--- src/hw/rtl/app_pp_pkg.sv ---
package app_pp_pkg;

  localparam int ByteW     = 8;
  localparam int EventW    = 3;
  localparam int ValueW    = 64;
  localparam int LenW      = 16;
  localparam int ParamCntW = 4;
  localparam int CfgIdxW   = 3;
  localparam int CfgDataW  = 8;

  typedef enum logic [EventW-1:0] {
    EV_PAYLOAD  = 3'd0,
    EV_NAME     = 3'd1,
    EV_LENGTH   = 3'd2,
    EV_DONE     = 3'd3,
    EV_BAD_CTRL = 3'd4,
    EV_BAD_TYPE = 3'd5
  } event_t;

  localparam logic [CfgIdxW-1:0] CFG_DATA_CODE  = 3'd0;
  localparam logic [CfgIdxW-1:0] CFG_START_CODE = 3'd1;
  localparam logic [CfgIdxW-1:0] CFG_END_CODE   = 3'd2;
  localparam logic [CfgIdxW-1:0] CFG_SIZE_TYPE  = 3'd3;
  localparam logic [CfgIdxW-1:0] CFG_NAME_TYPE  = 3'd4;
  localparam logic [CfgIdxW-1:0] CFG_PARAM_CNT  = 3'd5;

  typedef struct packed {
    event_t              ev;
    logic [ValueW-1:0]   value;
    logic                is_start;
    logic                last;
  } result_t;

endpackage

--- src/hw/rtl/app_packet_parser_unit.sv ---
// Byte-serial packet parser. One byte is taken per cycle with in_tuser marking the
// first byte of a packet, and the byte is decoded in the same cycle it is taken.
// Results go into a four-entry output queue; one byte yields at most two results
// (the last name byte of a control packet also yields control done). in_tready
// stays high while the queue has room for two results, so with a free-running
// sink the block sustains one byte per clock; a stalled sink holds in_tready low
// once three results are waiting. Results are registered in the queue before they
// reach the output. Configuration writes take effect at once and are always ready.
module app_packet_parser_unit #(
  parameter int SIZE_BITS = 64
) (
  input  logic                           clk,
  input  logic                           rst_n,
  input  logic                           in_tvalid,
  output logic                           in_tready,
  input  logic [app_pp_pkg::ByteW-1:0]   in_tdata,   // byte_in
  input  logic [0:0]                     in_tuser,   // first
  output logic                           out_tvalid,
  input  logic                           out_tready,
  output logic [app_pp_pkg::ValueW-1:0]  out_tdata,  // value
  output logic [3:0]                     out_tuser,  // event_res[2:0], is_start
  output logic                           out_tlast,
  input  logic                           cfg_valid,
  output logic                           cfg_ready,
  input  logic [app_pp_pkg::CfgIdxW-1:0] cfg_index,
  input  logic [app_pp_pkg::CfgDataW-1:0] cfg_data
);
  import app_pp_pkg::*;

  localparam int QDepth = 4;
  localparam int QPtrW  = $clog2(QDepth);
  localparam int CntW   = $clog2(QDepth + 1);

  localparam logic [2:0] PH_IDLE    = 3'd0;
  localparam logic [2:0] PH_LEN_HI  = 3'd1;
  localparam logic [2:0] PH_LEN_LO  = 3'd2;
  localparam logic [2:0] PH_PAYLOAD = 3'd3;
  localparam logic [2:0] PH_TYPE    = 3'd4;
  localparam logic [2:0] PH_PLEN    = 3'd5;
  localparam logic [2:0] PH_PVAL    = 3'd6;

  // configuration
  logic [ByteW-1:0]     data_code_r, start_code_r, end_code_r;
  logic [ByteW-1:0]     size_type_r, name_type_r;
  logic [ParamCntW-1:0] param_cnt_r;

  // parser state
  logic [2:0]           phase_r, phase_nxt;
  logic [LenW-1:0]      bytes_left_r, bytes_left_nxt;
  logic [ParamCntW-1:0] params_left_r, params_left_nxt;
  logic                 is_name_r, is_name_nxt;
  logic [SIZE_BITS-1:0] acc_r, acc_nxt;
  logic                 start_r, start_nxt;
  logic [ByteW-1:0]     len_hi_r, len_hi_nxt;

  // output queue
  result_t              q_r [QDepth];
  logic [QPtrW-1:0]     wr_ptr_r, rd_ptr_r, wr_ptr_p1;
  logic [CntW-1:0]      cnt_r, cnt_nxt;

  logic                 in_acc, out_acc;
  logic [ByteW-1:0]     b;
  logic [1:0]           push_n;
  result_t              res0, res1, done_res;
  logic [ParamCntW-1:0] pl_dec;
  logic [LenW-1:0]      bl_dec;

  assign b         = in_tdata;
  assign in_tready = (cnt_r <= CntW'(QDepth - 2));
  assign in_acc    = in_tvalid && in_tready;
  assign out_acc   = out_tvalid && out_tready;
  assign cfg_ready = 1'b1;
  assign wr_ptr_p1 = wr_ptr_r + QPtrW'(1);

  always_ff @(posedge clk) begin
    if (!rst_n) begin
      data_code_r  <= 8'd1;
      start_code_r <= 8'd2;
      end_code_r   <= 8'd3;
      size_type_r  <= 8'd0;
      name_type_r  <= 8'd1;
      param_cnt_r  <= 4'd2;
    end else if (cfg_valid) begin
      unique case (cfg_index)
        CFG_DATA_CODE:  data_code_r  <= cfg_data;
        CFG_START_CODE: start_code_r <= cfg_data;
        CFG_END_CODE:   end_code_r   <= cfg_data;
        CFG_SIZE_TYPE:  size_type_r  <= cfg_data;
        CFG_NAME_TYPE:  name_type_r  <= cfg_data;
        CFG_PARAM_CNT:  param_cnt_r  <= cfg_data[ParamCntW-1:0];
        default: begin
        end
      endcase
    end
  end

  always_comb begin
    phase_nxt       = phase_r;
    bytes_left_nxt  = bytes_left_r;
    params_left_nxt = params_left_r;
    is_name_nxt     = is_name_r;
    acc_nxt         = acc_r;
    start_nxt       = start_r;
    len_hi_nxt      = len_hi_r;
    res0            = '0;
    res1            = '0;
    done_res        = '0;
    push_n          = 2'd0;
    pl_dec          = params_left_r - ParamCntW'(1);
    bl_dec          = bytes_left_r - LenW'(1);
    if (in_acc) begin
      if (in_tuser[0]) begin
        acc_nxt        = '0;
        bytes_left_nxt = '0;
        is_name_nxt    = 1'b0;
        priority if (b == data_code_r) begin
          phase_nxt = PH_LEN_HI;
        end else if (b == start_code_r || b == end_code_r) begin
          start_nxt       = (b == start_code_r);
          params_left_nxt = param_cnt_r;
          if (param_cnt_r == '0) begin
            res0     = '{ev: EV_DONE, value: '0, is_start: (b == start_code_r), last: 1'b0};
            push_n   = 2'd1;
            phase_nxt = PH_IDLE;
          end else begin
            phase_nxt = PH_TYPE;
          end
        end else begin
          res0      = '{ev: EV_BAD_CTRL, value: ValueW'(b), is_start: 1'b0, last: 1'b0};
          push_n    = 2'd1;
          phase_nxt = PH_IDLE;
        end
      end else begin
        unique case (phase_r)
          PH_LEN_HI: begin
            len_hi_nxt = b;
            phase_nxt  = PH_LEN_LO;
          end
          PH_LEN_LO: begin
            bytes_left_nxt = {len_hi_r, b};
            res0      = '{ev: EV_LENGTH, value: ValueW'({len_hi_r, b}), is_start: 1'b0,
                         last: 1'b0};
            push_n    = 2'd1;
            phase_nxt = ({len_hi_r, b} == '0) ? PH_IDLE : PH_PAYLOAD;
          end
          PH_PAYLOAD: begin
            res0 = '{ev: EV_PAYLOAD, value: ValueW'(b), is_start: 1'b0,
                     last: (bytes_left_r == LenW'(1))};
            push_n         = 2'd1;
            bytes_left_nxt = bl_dec;
            if (bl_dec == '0) phase_nxt = PH_IDLE;
          end
          PH_TYPE: begin
            priority if (b == size_type_r) begin
              is_name_nxt = 1'b0;
              phase_nxt   = PH_PLEN;
            end else if (b == name_type_r) begin
              is_name_nxt = 1'b1;
              phase_nxt   = PH_PLEN;
            end else begin
              res0      = '{ev: EV_BAD_TYPE, value: ValueW'(b), is_start: 1'b0, last: 1'b0};
              push_n    = 2'd1;
              phase_nxt = PH_IDLE;
            end
          end
          PH_PLEN: begin
            bytes_left_nxt = LenW'(b);
            if (!is_name_r) acc_nxt = '0;
            if (b == '0) begin
              params_left_nxt = pl_dec;
              if (pl_dec == '0) begin
                res0      = '{ev: EV_DONE, value: ValueW'(acc_nxt), is_start: start_r,
                             last: 1'b0};
                push_n    = 2'd1;
                phase_nxt = PH_IDLE;
              end else begin
                phase_nxt = PH_TYPE;
              end
            end else begin
              phase_nxt = PH_PVAL;
            end
          end
          PH_PVAL: begin
            if (is_name_r) begin
              res0 = '{ev: EV_NAME, value: ValueW'(b), is_start: 1'b0,
                       last: (bytes_left_r == LenW'(1))};
              push_n = 2'd1;
            end else begin
              acc_nxt = SIZE_BITS'({acc_r, b});
            end
            bytes_left_nxt = bl_dec;
            if (bl_dec == '0) begin
              params_left_nxt = pl_dec;
              if (pl_dec == '0) begin
                done_res  = '{ev: EV_DONE, value: ValueW'(acc_nxt), is_start: start_r,
                             last: 1'b0};
                phase_nxt = PH_IDLE;
                if (is_name_r) begin
                  res1   = done_res;
                  push_n = 2'd2;
                end else begin
                  res0   = done_res;
                  push_n = 2'd1;
                end
              end else begin
                phase_nxt = PH_TYPE;
              end
            end
          end
          default: phase_nxt = PH_IDLE;
        endcase
      end
    end
  end

  always_ff @(posedge clk) begin
    if (!rst_n) begin
      phase_r       <= PH_IDLE;
      bytes_left_r  <= '0;
      params_left_r <= '0;
      is_name_r     <= 1'b0;
      acc_r         <= '0;
      start_r       <= 1'b0;
      len_hi_r      <= '0;
    end else begin
      phase_r       <= phase_nxt;
      bytes_left_r  <= bytes_left_nxt;
      params_left_r <= params_left_nxt;
      is_name_r     <= is_name_nxt;
      acc_r         <= acc_nxt;
      start_r       <= start_nxt;
      len_hi_r      <= len_hi_nxt;
    end
  end

  // output queue
  assign cnt_nxt = cnt_r + CntW'(push_n) - CntW'(out_acc);

  always_ff @(posedge clk) begin
    if (push_n != 2'd0) q_r[wr_ptr_r] <= res0;
    if (push_n == 2'd2) q_r[wr_ptr_p1] <= res1;
  end

  always_ff @(posedge clk) begin
    if (!rst_n) begin
      wr_ptr_r <= '0;
      rd_ptr_r <= '0;
      cnt_r    <= '0;
    end else begin
      wr_ptr_r <= wr_ptr_r + QPtrW'(push_n);
      rd_ptr_r <= rd_ptr_r + QPtrW'(out_acc);
      cnt_r    <= cnt_nxt;
    end
  end

  assign out_tvalid = (cnt_r != '0);
  assign out_tdata  = q_r[rd_ptr_r].value;
  assign out_tuser  = {q_r[rd_ptr_r].is_start, q_r[rd_ptr_r].ev};
  assign out_tlast  = q_r[rd_ptr_r].last;

  a_cnt_bound: assert property (@(posedge clk) disable iff (!rst_n)
    cnt_r <= CntW'(QDepth))
    else $error("output queue overflow");

  a_idle_silent: assert property (@(posedge clk) disable iff (!rst_n)
    in_acc && !in_tuser[0] && phase_r == PH_IDLE |=> cnt_r <= $past(cnt_r))
    else $error("result queued for an ignored byte");

  a_start_only_done: assert property (@(posedge clk) disable iff (!rst_n)
    out_tvalid && out_tuser[3] |-> out_tuser[2:0] == EV_DONE)
    else $error("start flag on a result other than control done");

  a_last_only_bytes: assert property (@(posedge clk) disable iff (!rst_n)
    out_tvalid && out_tlast |-> out_tuser[2:0] == EV_PAYLOAD || out_tuser[2:0] == EV_NAME)
    else $error("last mark on a result other than a payload or name byte");

endmodule
--- config.mk ---
export PLATFORM = sky130hd
export DESIGN_NAME = app_packet_parser_unit
export DESIGN_NICKNAME = d
export VERILOG_FILES = /design/src/hw/rtl/app_pp_pkg.sv /design/src/hw/rtl/app_packet_parser_unit.sv
export SDC_FILE = /design/constraint.sdc
export NUM_CORES = 1
export LEC_CHECK = 0
export ABC_AREA = 1
export BUFFER_PORTS_ARGS = -buffer_cell sky130_fd_sc_hd__clkbuf_2
export CAP_MARGIN = 0
export CORE_ASPECT_RATIO = 0.75
export CORE_UTILIZATION = 55
export DETAILED_ROUTE_END_ITERATION = 8
export PLACE_DENSITY = 0.81
export SYNTH_ARGS = -nofsm -noshare
export SYNTH_HDL_FRONTEND = slang
export SYNTH_SLANG_ARGS = --single-unit
--- constraint.sdc ---
create_clock -name clk -period 5 [get_ports clk]
set_input_delay 0.5 -clock clk [delete_from_list [all_inputs] [get_ports clk]]
set_output_delay 0.5 -clock clk [all_outputs]
set_load 0.005 [all_outputs]
==> results_tabular.tex, run 1 <==
\begin{tabular}{lr}
\hline
Metric & Value \\
\hline
\multicolumn{2}{l}{\textbf{Routing}} \\
Routed Antenna Nets & 0 \\
Pre-Repair DR Iteration Count & 7 \\
Drt drc & 0 \\
Number of violations reported at the end of detailed-routing iteration 0 & 3,517 \\
Wire length reported by the detailed router & 78.0 mm \\
Vias & 23,204 \\
Post-DR vias/cell & 6.28 \\
Routed WL per cell & 21.1 µm \\
\multicolumn{2}{l}{\textbf{Cells and area}} \\
Number of antenna cells inserted & 0 \\
Final Non-Filler Cells & 3,696 \\
Fraction of final layout cells with drive strength greater than 1 & 8.38\% \\
Net count, final & 3,129 \\
P\&R area growth vs syn & 8.84\% \\
\multicolumn{2}{l}{\textbf{Synthesis}} \\
Sequential share of the synthesized area & 47.7\% \\
Mean area per synthesized cell & 7.47 µm² \\
Post-Synthesis Cells & 3,133 \\
Synthesized netlist net count & 3,171 \\
Share of synthesized flip-flops with an asynchronous set or reset & 0\% \\
Mapped Area & 23,400 µm² \\
Most instantiated flip-flop cell in the synthesis netlist & sky130\_fd\_sc\_hd\_\_edfxtp\_1 \\
Number of different library cells in the post-synthesis netlist & 45 \\
Number of flops mapped to enable cells by yosys & 268 \\
Synthesis-stage register bit count & 424 \\
Synth Warn \# & 0 \\
\multicolumn{2}{l}{\textbf{Place}} \\
Final weighted congestion of routability-driven global placement & 0.934 \\
Buffers added on ports & 95 \\
Final HPWL DP & 46.7 mm \\
Count of placed standard cells including taps & 3,613 \\
\multicolumn{2}{l}{\textbf{Status}} \\
Status & completed \\
\multicolumn{2}{l}{\textbf{Critical path}} \\
Critical Path Sink Type & register \\
Slowest stage cell on the critical path & sky130\_fd\_sc\_hd\_\_nand2\_2 \\
Crit path largest cell delay & 0.52 ns \\
Worst EP required & 5.25 ns \\
Critical path arrival & 4.61 ns \\
CP dominant cell by count & sky130\_fd\_sc\_hd\_\_nand2\_1 \\
Largest driver fanout on the critical path & 38 \\
Crit-path cells & inv\_1, ha\_1, xor2\_1, nor2\_1, nand2\_1, inv\_1, nand2\_1, inv\_1, nor2\_1, nand2\_1, nand2\_1, nand2\_2, nand2\_4, nand2\_4, nand2\_1, nand2\_2, buf\_4 \\
Nature of the critical path startpoint & register \\
Crit path kind & register to register \\
\multicolumn{2}{l}{\textbf{Clocking}} \\
H-tree depth & 2 \\
Clock root buffer & sky130\_fd\_sc\_hd\_\_clkbuf\_16 \\
Clock transition at the registers of the reported paths & 0.06 ns \\
Count of buffers added by post-CTS timing repair for setup & 0 \\
TritonCTS buffer count & 45 \\
Later-pin clock latency in the skew report & 0.58 ns \\
Number of buffers on the longest clock path & 3 \\
Number of hold-repair buffers added at the cts stage & 0 \\
Sinks on the clock net & 424 \\
CTS tree & built \\
Post-cts repair resize count & 0 \\
\multicolumn{2}{l}{\textbf{Global route}} \\
Via count of the first global-routing pass & 21,728 \\
Overall routing resource usage & 35.4\% \\
Largest net degree at the start of global routing & 97 \\
Antenna violations before repair & 2 \\
Aggregate global routing overflow & 0 \\
First-pass GRT wire length & 120 mm \\
\multicolumn{2}{l}{\textbf{Timing}} \\
Final hold slack & 0.264 ns \\
Number of failing hold endpoints at the final stage & 0 \\
Fmax & 230 MHz \\
Final number of max-transition violations & 0 \\
Setup skew after layout & 0.0249 ns \\
Unrepaired setup endpoints after global routing & no \\
Final worst-path cycle share & 87.1\% \\
Headroom to the max-slew limit & 17.8\% \\
Least-Margin Pin Slew & 1.23 ns \\
Final Setup Violations & 0 \\
Minimum period implied by the final worst setup slack & 4.35 ns \\
Sum of negative setup slack & 0 ns \\
\multicolumn{2}{l}{\textbf{Worst hold path}} \\
Min-Delay Path Class & input port to register \\
\multicolumn{2}{l}{\textbf{Floorplanning}} \\
Floorplan core area & 42,000 µm² \\
Die Span Y & 181 µm \\
I/O pin cnt & 97 \\
Initial core utilization & 55.7\% \\
Die Span X & 240 µm \\
Area of the die & 43,400 µm² \\
Number of cell rows & 65 \\
\multicolumn{2}{l}{\textbf{Flow run}} \\
Count of maximum capacitance violations & 0 \\
\multicolumn{2}{l}{\textbf{Power and ir drop}} \\
Cell leakage power & 8.64 nW \\
Power Density & 391 nW/µm² \\
Largest voltage drop on the vdd net & 0.000500 V \\
\hline
\end{tabular}
cells in the mapped netlist, types with 46 or more instances:
| library cell | number | share of area [%] |
|---|---|---|
| sky130_fd_sc_hd__a21oi_1 | 174 | 3.7 |
| sky130_fd_sc_hd__buf_2 | 46 | 0.98 |
| sky130_fd_sc_hd__clkbuf_1 | 140 | 2.2 |
| sky130_fd_sc_hd__dfxtp_1 | 156 | 13 |
| sky130_fd_sc_hd__edfxtp_1 | 268 | 34 |
| sky130_fd_sc_hd__inv_1 | 109 | 1.7 |
| sky130_fd_sc_hd__nand2_1 | 972 | 16 |
| sky130_fd_sc_hd__nand3_1 | 221 | 4.7 |
| sky130_fd_sc_hd__nor2_1 | 331 | 5.3 |
| sky130_fd_sc_hd__o21ai_0 | 339 | 7.2 |
| sky130_fd_sc_hd__o21ai_1 | 112 | 2.4 |
| sky130_fd_sc_hd__o22ai_1 | 78 | 2.1 |
registers in the layout, indices dropped and copies added (netlist names):
signal         flops
acc_r             64
bytes_left_r      16
cnt_r              3
data_code_r        8
end_code_r         8
is_name_r          1
len_hi_r           8
name_type_r        8
param_cnt_r        4
params_left_r      4
phase_r            3
q_r              276
rd_ptr_r           2
size_type_r        8
start_code_r       8
start_r            1
wr_ptr_r           2
metal layers:
metal,global-route usage [%],wire length [µm]
met1,50.3,30900
met2,52.8,33400
met3,8.24,11600
met4,12.7,2150
met5,0,0
worst max-delay path, delay by kind of cell, from the launching register on:
kind	cells	cell delay [ns]
buffers and inverters	4	0.87
and+or+nand+nor	11	2.41
adders and majority gates	1	0.21
DFF	1	0.35
xor gates and xnor gates	1	0.15
path summary, 6_finish.rpt:
check	startpoint	endpoint	slack [ns]	cells past startpoint
setup reg to reg	params_left_r[0]	q_r[0][59]	0.65	17
hold reg to reg	start_code_r[4]	start_code_r[4]	0.48	2
hold / removal	cfg_data[5]	name_type_r[5]	0.26	3
setup / recovery	params_left_r[0]	q_r[0][59]	0.65	17
final cells by class:
cell class | instances | area (µm²)
inverters | 119 | 450
multi-input cells | 2369 | 10800
clock buffers | 59 | 1240
flip-flops and latches | 424 | 11200
well taps | 569 | 712
fillers | 3680 | 16600
repair buffers | 132 | 841
clock inverters | 24 | 219
cell families after synthesis:
group           count (synthesis)  synth area share [%]
compound gates                723                  16.1
buf+inv                       340                  6.27
fa+ha+maj                      13                 0.727
simple gates                 1600                  28.0
xor+xnor                       32                  1.20
other cells                     1                0.0160
flops                         424                  47.7
where the power goes:
part / leakage [nW] / switching (W) / internal [W]
combinational: 4.36 / 0.00176 / 0.000715
sequential: 3.57 / 0.000181 / 0.00393
clock: 0.716 / 0.00147 / 0.00191
metrics by stage:
step	utilization, %	area, µm²	worst slack [ns]	total power [W]
2_1_floorplan	-	23400	0.786	0.00554
3_3_place_gp	57.1	24000	0.879	0.00654
3_5_place_dp	57.1	24000	0.716	0.00658
4_1_cts	60.6	25500	0.753	0.00990
5_1_grt	60.6	25500	0.300	0.0103
6_report	60.6	25500	0.647	0.00996
placed cells by master (no fill, tap or decap), drive strengths merged, types with 7 or more instances in the layout:
master,netlist,routed
xnor2,23,23
a31oi,7,7
clkbuf,145,154
dfxtp,156,156
buf,76,37
nor3,13,13
nor2,344,344
o22ai,78,78
xor2,9,9
ha,12,12
or2,8,8
a21oi,174,174
nand2,981,981
inv,116,117
o21ai,451,451
edfxtp,268,268
nand3,225,225
nand4,23,23
clkinv,3,20
(Power assumes the default switching activity.)
==> inputs of run 2 (changes only) <==
--- a/config.mk
+++ b/config.mk
@@ -12,4 +12,5 @@
 export CORE_UTILIZATION = 55
 export DETAILED_ROUTE_END_ITERATION = 8
+export GPL_ROUTABILITY_DRIVEN = 0
 export PLACE_DENSITY = 0.81
 export SYNTH_ARGS = -nofsm -noshare
==> constraint.sdc (replaced) <==
create_clock -name clk -period 5.06 [get_ports clk]
set_input_delay 0.506 -clock clk [delete_from_list [all_inputs] [get_ports clk]]
set_output_delay 0.506 -clock clk [all_outputs]
set_load 0.02 [all_outputs]
==> run 2 against run 1 <==
Against the previous run:
- hold slack lost 0.016 ns
- critical path depth is the same
- worst setup slack lost 0.075 ns
- final area is essentially flat
- global-route usage shrank 0.96 points
- clock-buffer cell count grew 3
- first-iteration DRC count grew 3.3%
- largest power group unchanged
==> results_tabular.tex, run 2 (same netlist as run 1, synthesis figures left out) <==
\begin{tabular}{lr}
\hline
Metric & Value \\
\hline
\multicolumn{2}{l}{\textbf{Clocking}} \\
CTS tree & built \\
Later-pin clock latency in the skew report & 0.57 ns \\
Number of hold-repair buffers added at the cts stage & 0 \\
Post-cts repair resize count & 0 \\
Sinks on the clock net & 424 \\
Clock transition at the registers of the reported paths & 0.06 ns \\
Clock root buffer & sky130\_fd\_sc\_hd\_\_clkbuf\_16 \\
H-tree depth & 2 \\
Number of buffers on the longest clock path & 3 \\
Count of buffers added by post-CTS timing repair for setup & 0 \\
TritonCTS buffer count & 44 \\
\multicolumn{2}{l}{\textbf{Place}} \\
Buffers added on ports & 95 \\
Final HPWL DP & 45.5 mm \\
Worst slack after detailed placement & 0.686 ns \\
Count of placed standard cells including taps & 3,614 \\
\multicolumn{2}{l}{\textbf{Routing}} \\
Routed WL per cell & 20.5 µm \\
Post-DR vias/cell & 6.29 \\
Pre-Repair DR Iteration Count & 7 \\
Vias & 23,239 \\
Number of violations reported at the end of detailed-routing iteration 0 & 3,634 \\
Drt drc & 0 \\
Routed Antenna Nets & 0 \\
Wire length reported by the detailed router & 75.6 mm \\
\multicolumn{2}{l}{\textbf{Critical path}} \\
Crit path largest cell delay & 0.71 ns \\
Cell family with most CP delay & simple AND/OR/NAND/NOR gates \\
Crit-path cells & inv\_1, ha\_1, xor2\_1, nor2\_1, nand2\_1, inv\_1, nand2\_1, inv\_1, nor2\_1, nand2\_1, nand2\_1, nand2\_2, nand2\_4, nand2\_4, nand2\_1, nand2\_2, buf\_12 \\
Critical path arrival & 4.73 ns \\
Crit path kind & register to register \\
Worst EP required & 5.31 ns \\
Largest driver fanout on the critical path & 36 \\
Nature of the critical path startpoint & register \\
Critical Path Sink Type & register \\
Slowest stage cell on the critical path & sky130\_fd\_sc\_hd\_\_nand2\_2 \\
Buf/Inv on CP & 4 \\
CP dominant cell by count & sky130\_fd\_sc\_hd\_\_nand2\_1 \\
\multicolumn{2}{l}{\textbf{Cells and area}} \\
Biggest registers after layout & q\_r x276, acc\_r x64, bytes\_left\_r x16 \\
Number of flip-flops under the largest register name & 276 \\
Post-route core utilization & 60.6\% \\
Final Non-Filler Cells & 3,695 \\
Net count, final & 3,129 \\
Top library cells by usage in the layout, fill and taps aside & sky130\_fd\_sc\_hd\_\_nand2\_1, sky130\_fd\_sc\_hd\_\_o21ai\_0, sky130\_fd\_sc\_hd\_\_nor2\_1, sky130\_fd\_sc\_hd\_\_edfxtp\_1, sky130\_fd\_sc\_hd\_\_nand3\_1 \\
Number of antenna cells inserted & 0 \\
Count of fill cells added during filler insertion & 3,580 \\
Top reg by flops & q\_r \\
Fraction of final layout cells with drive strength greater than 1 & 8.19\% \\
Leading cell type in the layout, fill and taps excluded & sky130\_fd\_sc\_hd\_\_nand2\_1 \\
P\&R area growth vs syn & 8.79\% \\
\multicolumn{2}{l}{\textbf{Timing}} \\
Fmax & 223 MHz \\
Least-Margin Pin Slew & 1.23 ns \\
Final number of max-transition violations & 0 \\
Setup skew after layout & 0.0270 ns \\
Final Setup Violations & 0 \\
Unrepaired setup endpoints after global routing & no \\
Minimum setup slack in the final design & 0.572 ns \\
Sum of negative setup slack & 0 ns \\
Headroom to the max-slew limit & 17.8\% \\
Number of failing hold endpoints at the final stage & 0 \\
Minimum period implied by the final worst setup slack & 4.49 ns \\
Final worst-path cycle share & 88.7\% \\
\multicolumn{2}{l}{\textbf{Power and ir drop}} \\
Cell leakage power & 8.63 nW \\
Largest voltage drop on the vdd net & 0.000289 V \\
Power Density & 398 nW/µm² \\
\multicolumn{2}{l}{\textbf{Floorplanning}} \\
I/O pin cnt & 97 \\
Area of the die & 43,400 µm² \\
Initial core utilization & 55.7\% \\
Die Span X & 240 µm \\
Die Span Y & 181 µm \\
Floorplan core area & 42,000 µm² \\
Number of cell rows & 65 \\
\multicolumn{2}{l}{\textbf{Global route}} \\
Antenna violations before repair & 1 \\
Aggregate global routing overflow & 0 \\
Largest net degree at the start of global routing & 97 \\
First-pass GRT wire length & 118 mm \\
Via count of the first global-routing pass & 21,661 \\
Overall routing resource usage & 34.5\% \\
\multicolumn{2}{l}{\textbf{Worst hold path}} \\
Min-Delay Path Class & input port to register \\
\multicolumn{2}{l}{\textbf{Status}} \\
Status & completed \\
\multicolumn{2}{l}{\textbf{Flow run}} \\
Count of maximum capacitance violations & 0 \\
\hline
\end{tabular}
[run 2: cell count changes in the layout (fill, tap and decap cells not counted)]
cell / change
sky130_fd_sc_hd__buf_12: +4
sky130_fd_sc_hd__clkinv_2: -2
sky130_fd_sc_hd__clkinvlp_4: -2
sky130_fd_sc_hd__clkbuf_1: +5
sky130_fd_sc_hd__clkbuf_16: -2
sky130_fd_sc_hd__buf_4: -3
sky130_fd_sc_hd__inv_8: -1
[run 2: worst reg2reg max path: cells and delay by family (launching register included)]
kind                       cells  cell delay, ns
buffers and inverters          4            0.82
and+or+nand+nor               11            2.63
xor gates and xnor gates       1            0.15
DFF                            1            0.34
adders and majority gates      1            0.20
[run 2: through the flow]
step                      hold WS [ns]  power [W]  instance area [µm²]
after floorplan                  0.439    0.00587                23400
after global placement           0.457    0.00685                24100
after detailed placement         0.459    0.00691                24100
after CTS                        0.237     0.0101                25500
after global routing             0.284     0.0104                25500
final                            0.249     0.0101                25500
[run 2: cell type report]
cell class                 count  area (µm²)  area share [%]
inverter                     119         450            1.77
timing repair buffer         133         898            3.53
multi-input combinational   2369       10800            42.5
clock inverter                19         183           0.717
sequential                   424       11200            43.9
tap                          569         712            2.80
clock buffer                  62        1210            4.75
[run 2: layer usage]
layer	wire length [µm]	GRT usage (%)	vias up	share of wire [%]
li1	-	-	10474	-
met1	29000	48.3	10622	38
met2	32600	51.7	1860	43
met3	11300	8.18	281	15
met4	2740	12.8	2	3.6
met5	8	0	-	0.011
[run 2: worst paths after layout]
| kind | from | endpoint | slack [ns] | cells after the start |
|---|---|---|---|---|
| hold reg to reg | data_code_r[6] | data_code_r[6] | 0.47 | 2 |
| setup / recovery | params_left_r[1] | q_r[0][58] | 0.57 | 17 |
| setup reg to reg | params_left_r[1] | q_r[0][58] | 0.57 | 17 |
| hold / removal | cfg_data[5] | name_type_r[5] | 0.25 | 3 |
[run 2: where the power goes]
part | switching, W | leakage, nW | total (W) | internal (W)
clock | 0.00139 | 0.683 | 0.00321 | 0.00182
combinational | 0.00219 | 4.37 | 0.00292 | 0.000725
sequential | 0.000110 | 3.57 | 0.00399 | 0.00388
total | 0.00369 | 8.63 | 0.0101 | 0.00643
